`config.mk`:
```
export PLATFORM = sky130hd
export DESIGN_NAME = twpi_div
export DESIGN_NICKNAME = d
export VERILOG_FILES = /design/src/design/twpi_pkg.sv /design/src/design/twpi_div.sv
export SDC_FILE = /design/constraint.sdc
export NUM_CORES = 1
export LEC_CHECK = 0
export ABC_AREA = 1
export ABC_CLOCK_PERIOD_IN_PS = 18400
export BUFFER_PORTS_ARGS = -buffer_cell sky130_fd_sc_hd__buf_2
export CAP_MARGIN = 20
export CORE_ASPECT_RATIO = 1.75
export CORE_MARGIN = 2
export CORE_UTILIZATION = 46
export CTS_CLUSTER_SIZE = 40
export DETAILED_ROUTE_END_ITERATION = 8
export MAX_ROUTING_LAYER = met4
export PLACE_DENSITY = 0.67
export SLEW_MARGIN = 20
export SYNTH_ARGS = -nofsm -noshare
export SYNTH_HDL_FRONTEND = slang
export SYNTH_SLANG_ARGS = --single-unit
```
`constraint.sdc`:
```
create_clock -name clock -period 18.4 [get_ports clock]
set_input_delay 0.92 -clock clock [delete_from_list [all_inputs] [get_ports clock]]
set_output_delay 0.92 -clock clock [all_outputs]
set_load 0.1 [all_outputs]
```
`src/design/twpi_pkg.sv`:
```
// ----------------------------------------------------------------------------
// twpi_pkg
// Types, codes and constants shared by the timed waypoint path interpolator.
// ----------------------------------------------------------------------------
package twpi_pkg;

   localparam int MAX_POINTS_DEFAULT = 64;
   localparam logic [31:0] MOVE_SPEED_RESET = 32'd65536;
   localparam logic [39:0] TIME_MAX = 40'hFF_FFFF_FFFF;

   localparam logic [1:0] CMD_BEGIN  = 2'd0;
   localparam logic [1:0] CMD_APPEND = 2'd1;
   localparam logic [1:0] CMD_QUERY  = 2'd2;
   localparam logic [1:0] CMD_STOP   = 2'd3;

   localparam logic [1:0] STATUS_MOVING  = 2'd0;
   localparam logic [1:0] STATUS_ARRIVED = 2'd1;
   localparam logic [1:0] STATUS_NO_PATH = 2'd2;

   localparam logic [1:0] AXIS_X = 2'd0;
   localparam logic [1:0] AXIS_Y = 2'd1;

   typedef struct packed {
      logic [1:0]         command;
      logic signed [31:0] point_x;
      logic signed [31:0] point_y;
      logic signed [31:0] point_z;
      logic [39:0]        time_ms;
   } req_type;

   typedef struct packed {
      logic signed [31:0] pos_x;
      logic signed [31:0] pos_y;
      logic signed [31:0] pos_z;
      logic [5:0]         segment;
      logic [1:0]         status;
   } rsp_type;

   typedef struct packed {
      logic [31:0] x;
      logic [31:0] y;
      logic [31:0] z;
      logic [39:0] arrival;
   } way_type;

   typedef struct packed {
      logic        start;
      logic [39:0] r0;
      logic [42:0] dividend;
      logic [39:0] divisor;
      logic [5:0]  steps;
   } div_req_type;

   typedef struct packed {
      logic        done;
      logic [42:0] quotient;
   } div_rsp_type;

   function automatic logic [31:0] axis_of(way_type w, logic [1:0] k);
      logic [31:0] v;
      case (k)
         AXIS_X:  v = w.x;
         AXIS_Y:  v = w.y;
         default: v = w.z;
      endcase
      return v;
   endfunction

endpackage

```
`src/design/twpi_div.sv`:
```
// ----------------------------------------------------------------------------
// twpi_div
// Restoring divider, one quotient bit per cycle; shared by the travel time
// step and the segment fraction.
// ----------------------------------------------------------------------------
module twpi_div (
   input  logic                  clock,
   input  logic                  reset,
   input  twpi_pkg::div_req_type div_req,
   output twpi_pkg::div_rsp_type div_rsp
);

   logic [39:0] rem_ff;
   logic [42:0] dvd_ff;
   logic [42:0] quo_ff;
   logic [39:0] dsr_ff;
   logic [5:0]  cnt_ff;
   logic        busy_ff;
   logic        done_ff;
   logic [40:0] rem2;
   logic        ge;

   assign rem2 = {rem_ff, dvd_ff[42]};
   assign ge   = rem2 >= {1'b0, dsr_ff};

   always_ff @(posedge clock) begin
      if (reset) begin
         busy_ff <= 1'b0;
         done_ff <= 1'b0;
         cnt_ff  <= '0;
      end else begin
         done_ff <= 1'b0;
         if (div_req.start) begin
            busy_ff <= 1'b1;
            cnt_ff  <= div_req.steps;
            rem_ff  <= div_req.r0;
            dvd_ff  <= div_req.dividend;
            dsr_ff  <= div_req.divisor;
            quo_ff  <= '0;
         end else if (busy_ff) begin
            rem_ff <= ge ? 40'(rem2 - {1'b0, dsr_ff}) : rem2[39:0];
            dvd_ff <= {dvd_ff[41:0], 1'b0};
            quo_ff <= {quo_ff[41:0], ge};
            cnt_ff <= cnt_ff - 6'd1;
            if (cnt_ff == 6'd1) begin
               busy_ff <= 1'b0;
               done_ff <= 1'b1;
            end
         end
      end
   end

   assign div_rsp.done     = done_ff;
   assign div_rsp.quotient = quo_ff;

endmodule

```
==> results.yml <==
detailed_routing:
  drt_iter0_drc: 348
  drc: 0
  first_pass_iters: 5
  via_per_inst: 4.738
  final_antenna_net_count: 0
  num_vias: 9210
  wl_um: 28380
  detail_route.wl_per_cell_um: 14.60
worst_setup_path:
  r2r-start: "rem_ff[31]"
  r2r-end: "rem_ff[37]"
  critPathLaunchType: "input port"
  required_ns: 18.48
  timing.reg2reg.setup_slack_ns: 15.18
  crit_arrival_ns: 3.41
  reg2reg_depth: 12
  cp_max_fo: 77
  critical_path_class: "in -> reg"
  end_kind: "flop"
  critPathLaunch: "div_req[129]"
timing:
  min_period_ns: 3.334
  fmax_mhz: 300.0
  rsz0062_at_grt: "false"
  setup_ws_ns: 15.07
  timing.hold.ws_ns: 0.4923
  setup-violations-final: 0
  drv_slew: 0
  finalSetupTns_ns: 0
  worst_pin_slew_ns: 1.071
  slew_headroom_pct: 28.43
  fin_crit_sh_pct: 18.12
  finalHoldViolations: 0
  fin_skew_ns: 0.01126
clocking:
  clk_transition_reported_paths_ns: 0.07
  post_cts_buffers: 0
  cts-buffers-inserted: 17
  ctsHoldBuffers: 0
  root_buffer: "clkbuf_16"
  cts_resized: 0
  numClockSinks: 174
  cts_htree_levels: 4
  cts_tree: "built"
  clk_path_buf_depth: 2
  clock_latency_ns: 0.46
power_and_ir_drop:
  power_frac_comb_pct: 26.6
  power_frac_clock_pct: 32.4
  p_leak_nw: 6.647
  power_mw: 1.183
  power_density_mw_per_mm2: 93.97
  ir_worst_vdd_mv: 0.1005
  seq_power_share_pct: 41.0
  sw_frac_of_total_pct: 33.55
  switchingPower_mw: 0.3971
  p_int_mw: 0.7864
finish:
  final_area_mm2: 0.01259
  final_util_pct: 54.19
  fin_nets: 1801
  final_common_cell: "nand2_1"
  layout_common_cells: "nand2_1 (607), inv_1 (281), buf_2 (174)"
  regArea_mm2: 0.005145
  fillCellCount: 2353
  multi_input_area_mm2: 0.004468
  stdcell_count: 1944
  drive_above_1_share_pct: 13.54
  areaGrowthSynthToFinish_pct: 16.05
synthesis:
  synth.distinct_cells: 36
  syn_inst: 1463
  netlist_area_mm2: 0.01085
  synthesis.nets: 1638
  synth_seq_cells: 174
  yosysWarningCount: 0
  synth.avg_cell_area_um2: 7.418
  seq_area_frac_synth_pct: 47.41
die:
  rows: 74
  initial_core_util_pct: 46.70
  die-height_um: 207.2
  core_mm2: 0.02324
  die_w_um: 120.1
  fp.dieArea_mm2: 0.02489
  ioPinCount: 176
placement:
  placed_cells: 1911
  port_buffers: 175
  routabilityCongestion: 0.9907
  place_ws_ns: 14.51
  detailed_place_hpwl_um: 21690
  dpl_cell_area_mm2: 0.01198
global_routing:
  grt_antenna_before_repair: 1
  grt_max_degree: 86
  grt_pass1_wl_um: 46260
  track_usage_pct: 24.60
  grt_pass1_vias: 9535
  overflow: 0
worst_hold_path:
  hp-start: "cnt_ff[4]"
  holdPathStages: 2
  hold-path-endpoint: "cnt_ff[4]"
  hold_path_class: "reg -> reg"
outcome:
  status: "finished, final reports clean"
run:
  maxCapViolations: 0
synthesized netlist by cell type:
| cell | n | area [um^2] |
|---|---|---|
| clkbuf_1 | 21 | 78.83 |
| nor4_1 | 1 | 6.260 |
| edfxtp_1 | 166 | 4985 |
| fa_1 | 1 | 20.02 |
| xnor2_1 | 21 | 183.9 |
| nand3_1 | 106 | 530.5 |
| inv_2 | 1 | 3.750 |
| buf_2 | 3 | 15.01 |
| o22ai_1 | 1 | 6.260 |
| inv_1 | 282 | 1059 |
| clkbuf_2 | 1 | 5.000 |
| nand2_1 | 607 | 2278 |
| nand4_2 | 1 | 12.51 |
| nand3b_1 | 9 | 67.56 |
| ha_1 | 42 | 525.5 |
| xor2_1 | 4 | 35.03 |
| o21bai_1 | 4 | 30.03 |
| nor3_2 | 1 | 10.01 |
| nor3_1 | 6 | 30.03 |
| a21oi_2 | 1 | 8.760 |
| a31oi_1 | 5 | 31.28 |
| buf_4 | 1 | 7.510 |
| o21ai_0 | 8 | 40.04 |
| nor2_1 | 114 | 427.9 |
| a21boi_0 | 1 | 7.510 |
| buf_6 | 7 | 78.83 |
| or2_1 | 1 | 6.260 |
| nor2_2 | 1 | 6.260 |
| buf_1 | 4 | 15.01 |
| a21oi_1 | 26 | 130.1 |
| nand2_2 | 2 | 12.51 |
| dfxtp_1 | 8 | 160.2 |
| nand4_1 | 1 | 6.260 |
| or2_2 | 1 | 6.260 |
| o21a_1 | 1 | 7.510 |
| and2_1 | 3 | 18.77 |
kinds of logic after synthesis:
group | synth area share (%)
xor gates and xnor gates | 2.018
AOI/OAI and AO/OA | 2.410
and+or+nand+nor | 31.51
DFF | 47.41
adders and majority gates | 5.026
buffers and inverters | 11.63
cell type report:
cell class / instances / share of cell area, %
sequential: 174 / 40.85
multi-input combinational: 969 / 35.48
inverter: 283 / 8.434
timing repair buffer: 181 / 7.332
clock buffer: 19 / 3.437
tap: 304 / 3.020
clock inverter: 13 / 1.431
antenna: 1 / 0.01987
per-layer routing:
metal  GRT usage, %  vias to the layer above  wire length (um)
li1               -                     4820                 -
met1          24.58                     4123             10560
met2          44.63                      212             15300
met3          4.598                       55              1193
met4          12.62                        0              1319
met5              -                        -                 0
worst max-delay path: stages:
cell and delay (ns):
buf_4 0.55, nor2_1 0.29, nor2_4 0.13, buf_4 0.51, buf_4 0.89
how the worst max path moves through the flow:
stage | endpoint
after global placement | dvd_ff[27]
final | dvd_ff[34]
after floorplan | dvd_ff[0]
after detailed placement | rem_ff[6]
after CTS | rem_ff[3]
after global routing | rem_ff[8]
power by group through the flow:
stage / sequential (mW) / clock [mW] / combinational [mW]
2_1_floorplan: 0.534 / 0 / 0.195
3_3_place_gp: 0.492 / 0 / 0.314
3_5_place_dp: 0.493 / 0 / 0.317
4_1_cts: 0.485 / 0.391 / 0.319
5_1_grt: 0.488 / 0.404 / 0.356
6_report: 0.485 / 0.383 / 0.315
sequential cells by signal, summed over array words and instances, names as in the netlist:
| name | flops |
|---|---|
| done_ff | 1 |
| busy_ff | 1 |
| rem_ff | 40 |
| cnt_ff | 6 |
| quo_ff | 43 |
| dsr_ff | 40 |
| dvd_ff | 43 |
(Power assumes the default switching activity.)
