[src/design/twpi_sqrt.sv]
// ----------------------------------------------------------------------------
// twpi_sqrt
// Restoring integer square root, one result bit per cycle.
// ----------------------------------------------------------------------------
module twpi_sqrt (
   input  logic        clock,
   input  logic        reset,
   input  logic        start,
   input  logic [65:0] radicand,
   output logic        done,
   output logic [32:0] root
);

   localparam logic [5:0] STEPS = 6'd33;

   logic [65:0] rad_ff;
   logic [35:0] rem_ff;
   logic [32:0] root_ff;
   logic [5:0]  cnt_ff;
   logic        busy_ff;
   logic        done_ff;
   logic [37:0] rem_in;
   logic [37:0] trial;
   logic        ge;

   assign rem_in = {rem_ff, rad_ff[65:64]};
   assign trial  = {3'd0, root_ff, 2'b01};
   assign ge     = rem_in >= trial;

   always_ff @(posedge clock) begin
      if (reset) begin
         busy_ff <= 1'b0;
         done_ff <= 1'b0;
         cnt_ff  <= '0;
      end else begin
         done_ff <= 1'b0;
         if (start) begin
            busy_ff <= 1'b1;
            cnt_ff  <= STEPS;
            rad_ff  <= radicand;
            rem_ff  <= '0;
            root_ff <= '0;
         end else if (busy_ff) begin
            rad_ff  <= {rad_ff[63:0], 2'b00};
            rem_ff  <= ge ? 36'(rem_in - trial) : rem_in[35:0];
            root_ff <= {root_ff[31:0], ge};
            cnt_ff  <= cnt_ff - 6'd1;
            if (cnt_ff == 6'd1) begin
               busy_ff <= 1'b0;
               done_ff <= 1'b1;
            end
         end
      end
   end

   assign done = done_ff;
   assign root = root_ff;

endmodule

[config.mk]
export PLATFORM = sky130hd
export DESIGN_NAME = twpi_sqrt
export DESIGN_NICKNAME = d
export VERILOG_FILES = /design/src/design/twpi_sqrt.sv
export SDC_FILE = /design/constraint.sdc
export NUM_CORES = 1
export LEC_CHECK = 0
export BUFFER_PORTS_ARGS = -buffer_cell sky130_fd_sc_hd__buf_2
export CAP_MARGIN = 30
export CORE_UTILIZATION = 63
export DETAILED_ROUTE_END_ITERATION = 7
export HOLD_SLACK_MARGIN = 0.1
export PLACE_DENSITY = 0.86
export SETUP_SLACK_MARGIN = 0.4
export SLEW_MARGIN = 25
export SYNTH_ARGS = -nofsm -noshare
export SYNTH_HDL_FRONTEND = slang
export SYNTH_SLANG_ARGS = --single-unit
[constraint.sdc]
create_clock -name clock -period 12.05 [get_ports clock]
set_input_delay 0.6025 -clock clock [delete_from_list [all_inputs] [get_ports clock]]
set_output_delay 0.6025 -clock clock [all_outputs]
set_load 0.01 [all_outputs]
==> impl_metrics.csv, run 1 <==
group,metric,value,unit
run_status,status,"completed",
timing,fin_tns_setup,0,ps
route,first_pass_iters,5,
floorplanning,core_area,12110,um^2
global_route,antenna_found_initial,0,
yosys,ys_seq_area_share,53.45,%
timing,setup_viol,0,
worst_setup_path,cp_max_fo,19,
finish,area_delta_synth_final,15.93,%
finish,num_antenna_cells,0,
timing,max_freq,0.2914,GHz
floorplanning,die_x,113.9,um
hold_path,holdPathStages,2,
job,maxCapViolations,0,
floorplanning,num_io_pins,103,
yosys,synth_compound_area_share,10.27,%
placed_design,io_buffers,102,
timing,hold_ws,449.2,ps
global_route,grt.total_usage,26.12,%
floorplanning,rows,40,
finish,nets,883,
worst_setup_path,cp_data_arrival_time,3600,ps
worst_setup_path,r2r_start,"root[0]",
yosys,synth_area,7884,um^2
yosys,yosysTopAreaCellShare,51.42,%
clocking,clkSinkCount,143,
placed_design,hpwl,10840,um
clocking,postCtsSetupBuffers,0,
timing,rsz0062_at_grt,"no",
floorplanning,die_area,12970,um^2
floorplanning,die_h,113.9,um
worst_setup_path,path_class,"reg2reg",
worst_setup_path,timing.critical_path.from,"root[0]",
finish,layout-drive-gt1-share,27.34,%
clocking,clockRootBuffer,"clkbuf_16",
route,wl_per_cell,16.58,um
clocking,clk_pin_slew,60,ps
clocking,cts_resized,0,
yosys,yosys.area_share.simple,10.78,%
hold_path,hp-class,"in2reg",
worst_setup_path,cp.required,12220,ps
route,vias,5537,
yosys,ys_seq_elements,143,
route,ant_nets,0,
yosys,synthTopCellsByArea,"edfxtp_1 51%, mux2_2 9.1%, ha_1 5.9%",
yosys,ys.flop_type,"edfxtp_1",
global_route,grt_max_degree,92,
worst_setup_path,slowest_stage,"nor2_4",
placed_design,dpl_cell_area,8563,um^2
yosys,synth_fa_ha_area_share,5.872,%
clocking,cts_made_buffers,17,
floorplanning,start_util,65.09,%
yosys,synthXorXnorAreaFrac,3.666,%
finish,fin_area,9140,um^2
route,drc,0,
route,routed_wl,15880,um
yosys,synth-edff-count,135,
route,first_iter_violations,378,
clocking,htreeDepth,4,
timing,skew,16.08,ps
global_route,grt_pass1_wl,26190,um
yosys,post_synth.cell_area_avg,11.63,um^2
timing,finalCritPeriodShare,28.48,%
global_route,overflow,0,
hold_path,min_from,"radicand[1]",
yosys,synth_fp_nets,784,
worst_setup_path,startpoint_type,"flop",
timing,finalHoldViolCount,0,
yosys,yosysWarningCount,0,
power,power_density,156.0,nW/um^2
yosys,muxShareOfSynthArea,12.19,%
worst_setup_path,slowest_delay,560,ps
timing,period_minus_slack,3432,ps
yosys,synthArstFlopShare,0,%
power,p_leak,3.817,nW
yosys,synth_top_family_by_area,"multiplexers",
worst_setup_path,endpoint_kind,"flop",
worst_setup_path,cpMostUsedCell,"a21oi_2",
power,vdd_drop_max,0.1036,mV
worst_setup_path,cpLargestDelayFamily,"compound AO/OA/AOI/OAI gates",
worst_setup_path,path_buf_inv,2,
yosys,netlist_instances,678,
worst_setup_path,reg2reg_depth,12,
timing,drv_slew,0,
yosys,yosysTopAreaCell,"edfxtp_1",
clocking,holdBufCountCts,0,
worst_setup_path,path_depth,12,
timing,relSlewSlack,51.48,%
clocking,ctsLongestPathBuffers,2,
clocking,clock_latency,430,ps
route,viasPerCell,5.780,
global_route,grt_pass1_vias,5483,
timing,worst_pin_slew,718.5,ps
clocking,cts_tree,"done",
worst_setup_path,path_cells,"inv_1 -> ha_1 -> and2b_1 -> o31a_1 -> a21oi_2 -> o21ai_2 -> a21oi_2 -> o311a_4 -> nor2_4 -> buf_16 -> mux2i_1 -> nor2_1",
yosys,synth_cell_types,59,
placed_design,gp_congestion,0.8849,
power breakdown:
group          internal [W]  total [W]  switching, W
logic              0.000140   0.000319      0.000179
clock network      0.000283   0.000491      0.000208
registers          0.000598   0.000616     0.0000180
total               0.00102    0.00143      0.000405
cells in the mapped netlist, types with 16 or more instances:
cell type and number:
xnor2_1 21, a21oi_1 46, mux2_2 64, a21o_1 16, ha_1 37, nand2_1 25
nor2_1 94, inv_1 45, mux2i_1 24, o21ai_0 17, edfxtp_1 135
registers in the layout (all words and copies together) (netlist names):
| signal | count |
|---|---|
| rad_ff | 66 |
| rem_ff | 36 |
| root | 33 |
| cnt_ff | 6 |
| busy_ff | 1 |
| done | 1 |
layout by cell type (no fill, tap or decap), drive strengths merged, types with 2 or more instances in the layout:
cell	count
or3	2
buf	108
nor4	6
inv	47
a2111oi	4
dfxtp	8
edfxtp	135
clkinv	6
o31ai	2
a311o	2
mux2i	24
a211oi	7
or2	3
ha	37
a21oi	48
nand2b	3
and4	2
clkinvlp	4
or4b	2
o21ai	19
o31a	3
mux2	64
nor2b	6
a31oi	3
xnor2	21
and3	7
nand3	10
nand2	25
o21a	6
clkbuf	19
and2	2
a21o	17
nand4	5
nor3	10
o41ai	2
xor2	12
nor2	95
a21boi	2
worst reg2reg max path, delay by kind of cell, from the launching register on:
kind | cells | cell delay (ps)
compound gates | 5 | 1080
fa+ha+maj | 1 | 360
buf+inv | 2 | 310
flops | 1 | 370
mux | 1 | 240
simple gates | 3 | 800
final timing paths:
| path | end | slack [ps] |
|---|---|---|
| max | rem_ff[13] | 8620 |
| max reg2reg | rem_ff[13] | 8620 |
| min | rad_ff[1] | 450 |
| min reg2reg | cnt_ff[1] | 520 |
per-layer routing:
layer  wire length (um)  track usage [%]  part of all wire [%]
met2               7523            41.91                    47
met4                324            8.918                   2.0
met1               6904            33.60                    43
met5                  0                0                     0
met3               1130            8.502                   7.1
kinds of logic after synthesis:
kind of cell	count (synthesis)
buf+inv	73
xor+xnor	33
fa+ha+maj	37
mux	88
flops	143
simple gates	181
compound gates	123
stage by stage:
step	total power (W)	worst slack [ps]	instances	utilization, %
after floorplan	0.0008675	4362	678	-
after global placement	0.0009196	8547	923	70.25
after detailed placement	0.0009379	8602	925	70.70
after CTS	0.001430	8596	957	75.24
after global routing	0.001491	8353	958	75.46
final	0.001426	8618	958	75.46
cell type report:
class / count / area (um^2)
Clock buffer: 19 / 432.9
Clock inverter: 13 / 116.4
Fill cell: 844 / 2972
Inverter: 45 / 168.9
Multi-Input combinational cell: 462 / 3379
Sequential cell: 143 / 4214
Tap cell: 168 / 210.2
Timing Repair Buffer: 108 / 618.1
Power figures use the tool's default switching activity.
==> run 2, diff against run 1 <==
--- a/config.mk
+++ b/config.mk
@@ -5,12 +5,13 @@
 export SDC_FILE = /design/constraint.sdc
 export NUM_CORES = 1
 export LEC_CHECK = 0
+export ABC_AREA = 1
 export BUFFER_PORTS_ARGS = -buffer_cell sky130_fd_sc_hd__buf_2
 export CAP_MARGIN = 30
-export CORE_UTILIZATION = 63
+export CORE_UTILIZATION = 54
 export DETAILED_ROUTE_END_ITERATION = 7
 export HOLD_SLACK_MARGIN = 0.1
-export PLACE_DENSITY = 0.86
+export PLACE_DENSITY = 0.78
 export SETUP_SLACK_MARGIN = 0.4
 export SLEW_MARGIN = 25
 export SYNTH_ARGS = -nofsm -noshare
==> constraint.sdc (replaced) <==
create_clock -name clock -period 2.9 [get_ports clock]
set_input_delay 0.145 -clock clock [delete_from_list [all_inputs] [get_ports clock]]
set_output_delay 0.145 -clock clock [all_outputs]
set_load 0.01 [all_outputs]
==> impl_metrics.csv, run 2 <==
group,metric,value,unit
worst_setup_path,rr_endpoint,"rem_ff[34]",
timing,rsz0062_at_grt,"no",
clocking,htreeDepth,4,
power,power_switching,0.002089,W
worst_setup_path,startpoint_type,"flop",
power,power_density,559.1,nW/um^2
global_route,antenna_found_initial,0,
route,drc,0,
finish,final_cells,1581,
timing,finalHoldViolCount,0,
power,vdd_drop_max,0.4393,mV
worst_setup_path,cp.required,3080,ps
yosys,yosysTopAreaCellShare,45.28,%
floorplanning,die_x,130.8,um
finish,area_delta_synth_final,28.41,%
yosys,netlist_instances,1180,
floorplanning,rows,46,
worst_setup_path,reg2reg_depth,13,
clocking,clk_pin_slew,70,ps
placed_design,gp_congestion,0.9799,
clocking,clock_latency,430,ps
placed_design,hpwl,15350,um
worst_setup_path,slowest_stage,"edfxtp_1",
clocking,cts_tree,"done",
global_route,grt.total_usage,30.18,%
yosys,synth_commonest_cells,"452 x nand2_1, 177 x inv_1, 149 x nor2_1",
hold_path,holdPathStages,2,
worst_setup_path,cp_max_fo,18,
floorplanning,num_io_pins,103,
worst_setup_path,cp_data_arrival_time,2550,ps
yosys,synth_most_common_cell,"nand2_1",
yosys,ys_seq_area_share,47.07,%
route,ant_nets,0,
yosys,synthArstFlopShare,0,%
worst_setup_path,cpMostUsedCell,"nor2_1",
job,maxCapViolations,0,
worst_setup_path,path_cells,"ha_4 -> nand2_2 -> nor2_4 -> nand2_2 -> nor2_1 -> nand2_1 -> nand3_2 -> nand3_4 -> nand2_8 -> buf_12 -> nand2_1 -> nor2_1 -> nor2_1",
global_route,overflow,0,
timing,fin_tns_setup,0,ps
yosys,yosysTopAreaCell,"edfxtp_1",
yosys,post_synth.cell_area_avg,7.587,um^2
hold_path,hold_end,"busy_ff",
worst_setup_path,endpoint_kind,"flop",
finish,layout-drive-gt1-share,16.85,%
worst_setup_path,path_buf_inv,1,
finish,layout_common_cells,"442 x nand2_1, 175 x inv_1, 138 x nor2_1, 135 x edfxtp_1, 101 x buf_2",
finish,num_antenna_cells,0,
clocking,cts_made_buffers,17,
yosys,synthTopCellsByArea,"edfxtp_1 45%, nand2_1 19%, inv_1 7.4%",
placed_design,dpl.cell_count,1476,
power,p_sw_share,32.51,%
timing,hold_ws,285.2,ps
worst_setup_path,r2r_start,"rem_ff[15]",
timing,finalCritPeriodShare,81.65,%
global_route,grt_max_degree,85,
yosys,synth_cell_types,32,
timing,worst_pin_slew,704.1,ps
power,seqPwrFrac,39.8,%
power,p_int,0.004338,W
power,clock_power_share,33.8,%
hold_path,hp-class,"in2reg",
route,wl_per_cell,15.92,um
finish,regMostFlops,"rad_ff",
clocking,ctsLongestPathBuffers,2,
global_route,grt_pass1_wl,38980,um
finish,largest_reg_flops,66,
route,routed_wl,25170,um
worst_setup_path,r2r_slack,530,ps
global_route,grt_pass1_vias,7988,
yosys,ys.flop_type,"edfxtp_1",
route,first_iter_violations,668,
yosys,synth-edff-count,135,
placed_design,io_buffers,102,
floorplanning,start_util,55.75,%
floorplanning,core_area,16060,um^2
clocking,clockRootBuffer,"clkbuf_16",
power,p_total,0.006428,W
power,pwr-share-comb,26.4,%
route,viasPerCell,5.271,
yosys,synth_fp_nets,1286,
worst_setup_path,cpLargestDelayFamily,"simple AND/OR/NAND/NOR gates",
floorplanning,die_h,130.8,um
floorplanning,die_area,17100,um^2
finish,final_common_cell,"nand2_1",
yosys,synth_area,8952,um^2
yosys,ys_seq_elements,143,
route,vias,8333,
power,p_leak,5.558,nW
timing,relSlewSlack,53.06,%
route,first_pass_iters,7,
timing,setup_viol,0,
timing,max_freq,0.4223,GHz
worst_setup_path,path_class,"reg2reg",
hold_path,min_from,"start",
clocking,clkSinkCount,143,
timing,drv_slew,0,
placed_design,dpl_cell_area,9722,um^2
finish,fin_area,11500,um^2
worst_setup_path,slowest_delay,490,ps
run_status,status,"completed",
timing,period_minus_slack,2368,ps
finish,nets,1458,
yosys,yosysWarningCount,0,
timing,skew,7.855,ps
-- run 2: changes by cell type in the layout (fill, tap and decap cells not counted), sizes merged, moves of 24 or more --
cell,delta
nor2,+60
mux2,-64
o21bai,+27
dlygate4sd3,+67
nand3,+37
nand2,+432
inv,+140
mux2i,-24
-- run 2: timing repair --
action | CTS | global route
cloned | 1 | 0
pin swaps | 0 | 9
hold buffers | 67 | 0
hold endpoints to repair | 68 | 0
setup endpoints to repair | 34 | 37
buffers inserted | 1 | 4
gates resized for setup | 5 | 68
-- run 2: how the worst max path moves through the flow --
stage	end	start	depth (start not counted)	slack [ps]
CTS	rem_ff[5]	root[25]	13	430
floorplan	rad_ff[0]	busy_ff	3	-10
finish	rem_ff[34]	rem_ff[15]	13	530
global route	rem_ff[2]	rem_ff[15]	13	370
detailed placement	rem_ff[34]	rem_ff[19]	13	280
global placement	rem_ff[26]	rem_ff[1]	13	370
-- run 2: layout make-up --
type	instances	area, um^2
fill	1192	4562
multi-input combinational	823	4365
sequential	143	4214
timing repair buffer	184	1379
inverter	183	686.9
clock buffer	17	425.4
tap	216	270.3
clock inverter	15	155.1
-- run 2: worst register-to-register path, cell delays in order, from the launching register on --
cell	delay (ps)
edfxtp_1	490
ha_4	350
nand2_2	110
nor2_4	160
nand2_2	80
nor2_1	100
nand2_1	70
nand3_2	120
nand3_4	110
nand2_8	120
buf_12	180
nand2_1	80
nor2_1	100
nor2_1	40
-- run 2: logic make-up after synthesis --
| kind of cell | after synthesis | synth area share, % |
|---|---|---|
| buffers and inverters | 214 | 9.448 |
| flip-flops | 143 | 47.07 |
| AO/OA/AOI/OAI | 76 | 5.157 |
| adder cells (fa/ha/maj) | 37 | 5.171 |
| XOR/XNOR | 20 | 1.957 |
| AND/OR/NAND/NOR | 690 | 31.20 |
-- run 2: metal layers --
metal  global-route usage, %  share of wire (%)  up-vias
li1                        -                  -     4041
met1                   38.61                 41     3859
met2                   51.35                 49      375
met3                   5.212                7.2       58
met4                   11.16                2.5        0
met5                       0                  0        -
-- run 2: stage by stage --
stage / worst slack [ps] / utilization, %
3_5_place_dp: 281.9 / 60.54
5_1_grt: 371.0 / 71.59
2_1_floorplan: -12.81 / -
3_3_place_gp: 372.3 / 60.54
4_1_cts: 434.1 / 68.70
6_report: 532.3 / 71.59
-- run 2: power by group through the flow --
stage | sequential (W) | combinational (W) | clock, W
finish | 0.00256 | 0.00169 | 0.00217
CTS | 0.00254 | 0.00151 | 0.00219
detailed placement | 0.00258 | 0.00141 | 0
global route | 0.00258 | 0.00188 | 0.00227
floorplan | 0.00258 | 0.00103 | 0
global placement | 0.00257 | 0.00139 | 0
==> run 3, diff against run 2 <==
==> constraint.sdc (replaced) <==
create_clock -name clock -period 1.95 [get_ports clock]
set_input_delay 0.0975 -clock clock [delete_from_list [all_inputs] [get_ports clock]]
set_output_delay 0.0975 -clock clock [all_outputs]
set_load 0.01 [all_outputs]
==> impl_metrics.csv, run 3 (synthesized netlist as in run 2, its figures left out) <==
group,metric,value,unit
timing,skew,15.74,ps
worst_setup_path,endpoint_kind,"flop",
run_status,status,"complete, but fails checks",
route,routed_wl,32650,um
global_route,antenna_found_initial,0,
finish,fin_util,83.12,%
route,drc,20,
timing,period_minus_slack,2456,ps
placed_design,io_buffers,102,
timing,setup_viol,37,
clocking,cts_made_buffers,17,
timing,rsz0062_at_grt,"yes",
worst_setup_path,r2r_start,"root[1]",
finish,area_delta_synth_final,49.09,%
power,p_int,0.007100,W
timing,relSlewSlack,60.26,%
finish,largest_reg_flops,66,
finish,n_fill_cell,877,
finish,fin_area,13350,um^2
worst_setup_path,path_cells,"inv_2 -> ha_4 -> nand2_2 -> nor2_1 -> nand2_1 -> nand3_2 -> nand2_1 -> nand3_4 -> nand3_4 -> nand2_8 -> inv_8 -> clkbuf_16 -> nor2_4 -> nor2_1",
hold_path,min_from,"start",
route,vias,9572,
route,first_iter_violations,861,
finish,layout-drive-gt1-share,35.14,%
timing,finalCritPeriodShare,125.9,%
hold_path,hp-class,"in2reg",
clocking,clkSinkCount,143,
clocking,clock_latency,440,ps
timing,hold_ws,140.3,ps
power,seqPwrFrac,35.4,%
worst_setup_path,r2r_slack,-510,ps
worst_setup_path,slowest_delay,420,ps
global_route,grt_pass1_vias,9270,
timing,worst_slack,-505.7,ps
power,p_leak,6.452,nW
run_status,violations,"DRC, setup timing",
timing,worst_pin_slew,592.5,ps
timing,finalHoldViolCount,0,
worst_setup_path,path_class,"reg2reg",
power,p_total,0.01083,W
power,power_switching,0.003732,W
route,viasPerCell,5.523,
floorplanning,die_x,130.8,um
floorplanning,rows,46,
finish,regMostFlops,"rad_ff",
floorplanning,die_h,130.8,um
clocking,ctsLongestPathBuffers,2,
timing,max_freq,0.4072,GHz
placed_design,gp_congestion,0.9385,
worst_setup_path,startpoint_type,"flop",
worst_setup_path,cp_max_fo,7,
route,first_pass_iters,8,
placed_design,hpwl,16870,um
route,ant_nets,0,
job,maxCapViolations,0,
clocking,clk_pin_slew,70,ps
clocking,htreeDepth,4,
power,p_sw_share,34.45,%
global_route,grt_max_degree,109,
timing,fin_tns_setup,-16200,ps
finish,nets,1610,
clocking,clockRootBuffer,"clkbuf_16",
power,vdd_drop_max,0.6686,mV
floorplanning,core_area,16060,um^2
power,clock_power_share,30.7,%
finish,final_common_cell,"nand2_1",
global_route,grt.total_usage,35.75,%
placed_design,dpl_cell_area,11210,um^2
worst_setup_path,cp.required,2130,ps
power,pwr-share-comb,33.9,%
worst_setup_path,rr_endpoint,"rem_ff[3]",
finish,num_antenna_cells,0,
worst_setup_path,cp_data_arrival_time,2640,ps
timing,drv_slew,0,
global_route,overflow,0,
worst_setup_path,reg2reg_depth,14,
route,wl_per_cell,18.84,um
floorplanning,num_io_pins,103,
worst_setup_path,slowest_stage,"edfxtp_1",
finish,layout_common_cells,"395 x nand2_1, 153 x buf_4, 137 x inv_1, 135 x edfxtp_1, 106 x nor2_1",
power,power_density,811.7,nW/um^2
global_route,grt_pass1_wl,45730,um
worst_setup_path,worstSetupEndpoint,"rem_ff[3]",
floorplanning,start_util,55.75,%
floorplanning,die_area,17100,um^2
clocking,cts_tree,"done",
worst_setup_path,timing.critical_path.from,"root[1]",
[run 3: cell types whose count changed in the layout (fill, tap and decap cells not counted), moves of 19 or more]
cell / delta
nand2_1: -47
inv_2: +37
nor2_2: +19
nor2_1: -32
buf_4: +143
nand2_2: +35
inv_1: -38
[run 3: cell type report]
class	instances	area (um^2)	area share, %
Timing Repair Buffer	336	2629	19.70
Clock buffer	17	425.4	3.187
Inverter	183	695.7	5.212
Clock inverter	15	150.1	1.125
Multi-Input combinational cell	823	4961	37.17
Tap cell	216	270.3	2.025
Sequential cell	143	4215	31.58
[run 3: power by group through the flow]
stage          combinational [W]  sequential [W]  clock, W
3_3_place_gp             0.00276         0.00386         0
4_1_cts                  0.00314         0.00381   0.00325
2_1_floorplan            0.00178         0.00388         0
3_5_place_dp             0.00283         0.00387         0
6_report                 0.00367         0.00384   0.00333
5_1_grt                  0.00394         0.00385   0.00343
[run 3: through the flow]
step           setup WS (ps)  std cells
2_1_floorplan         -976.1       1180
3_3_place_gp          -316.2       1599
3_5_place_dp          -379.0       1599
4_1_cts               -242.9       1713
5_1_grt               -540.2       1733
6_report              -505.7       1733
[run 3: worst min path at each step]
stage / cells past startpoint / endpoint
3_3_place_gp: 2 / cnt_ff[5]
2_1_floorplan: 1 / cnt_ff[5]
3_5_place_dp: 2 / cnt_ff[5]
5_1_grt: 2 / root[32]
4_1_cts: 2 / root[23]
6_report: 2 / root[32]
[run 3: repair_timing]
item                                   CTS  global route
setup buffers                           14            16
pin swaps                               14            26
gates resized for setup                 72            84
endpoints found under the hold margin   68             0
hold buffers                            67             0
setup endpoints to repair              116            37
gates cloned                             1             4
[run 3: per-layer routing]
metal / up-vias / GRT usage (%) / part of all wire, %
met5: - / 0 / 0
li1: 4359 / - / -
met2: 650 / 62.22 / 48
met4: 0 / 18.93 / 7.1
met3: 216 / 6.922 / 8.7
met1: 4347 / 41.78 / 36
[run 3: worst max-delay path, delay by kind of cell, from the launching register on]
| kind | cells | cell delay (ps) |
|---|---|---|
| buffers and inverters | 3 | 320 |
| flip-flops | 1 | 420 |
| AND/OR/NAND/NOR | 10 | 1150 |
| adder cells (fa/ha/maj) | 1 | 290 |
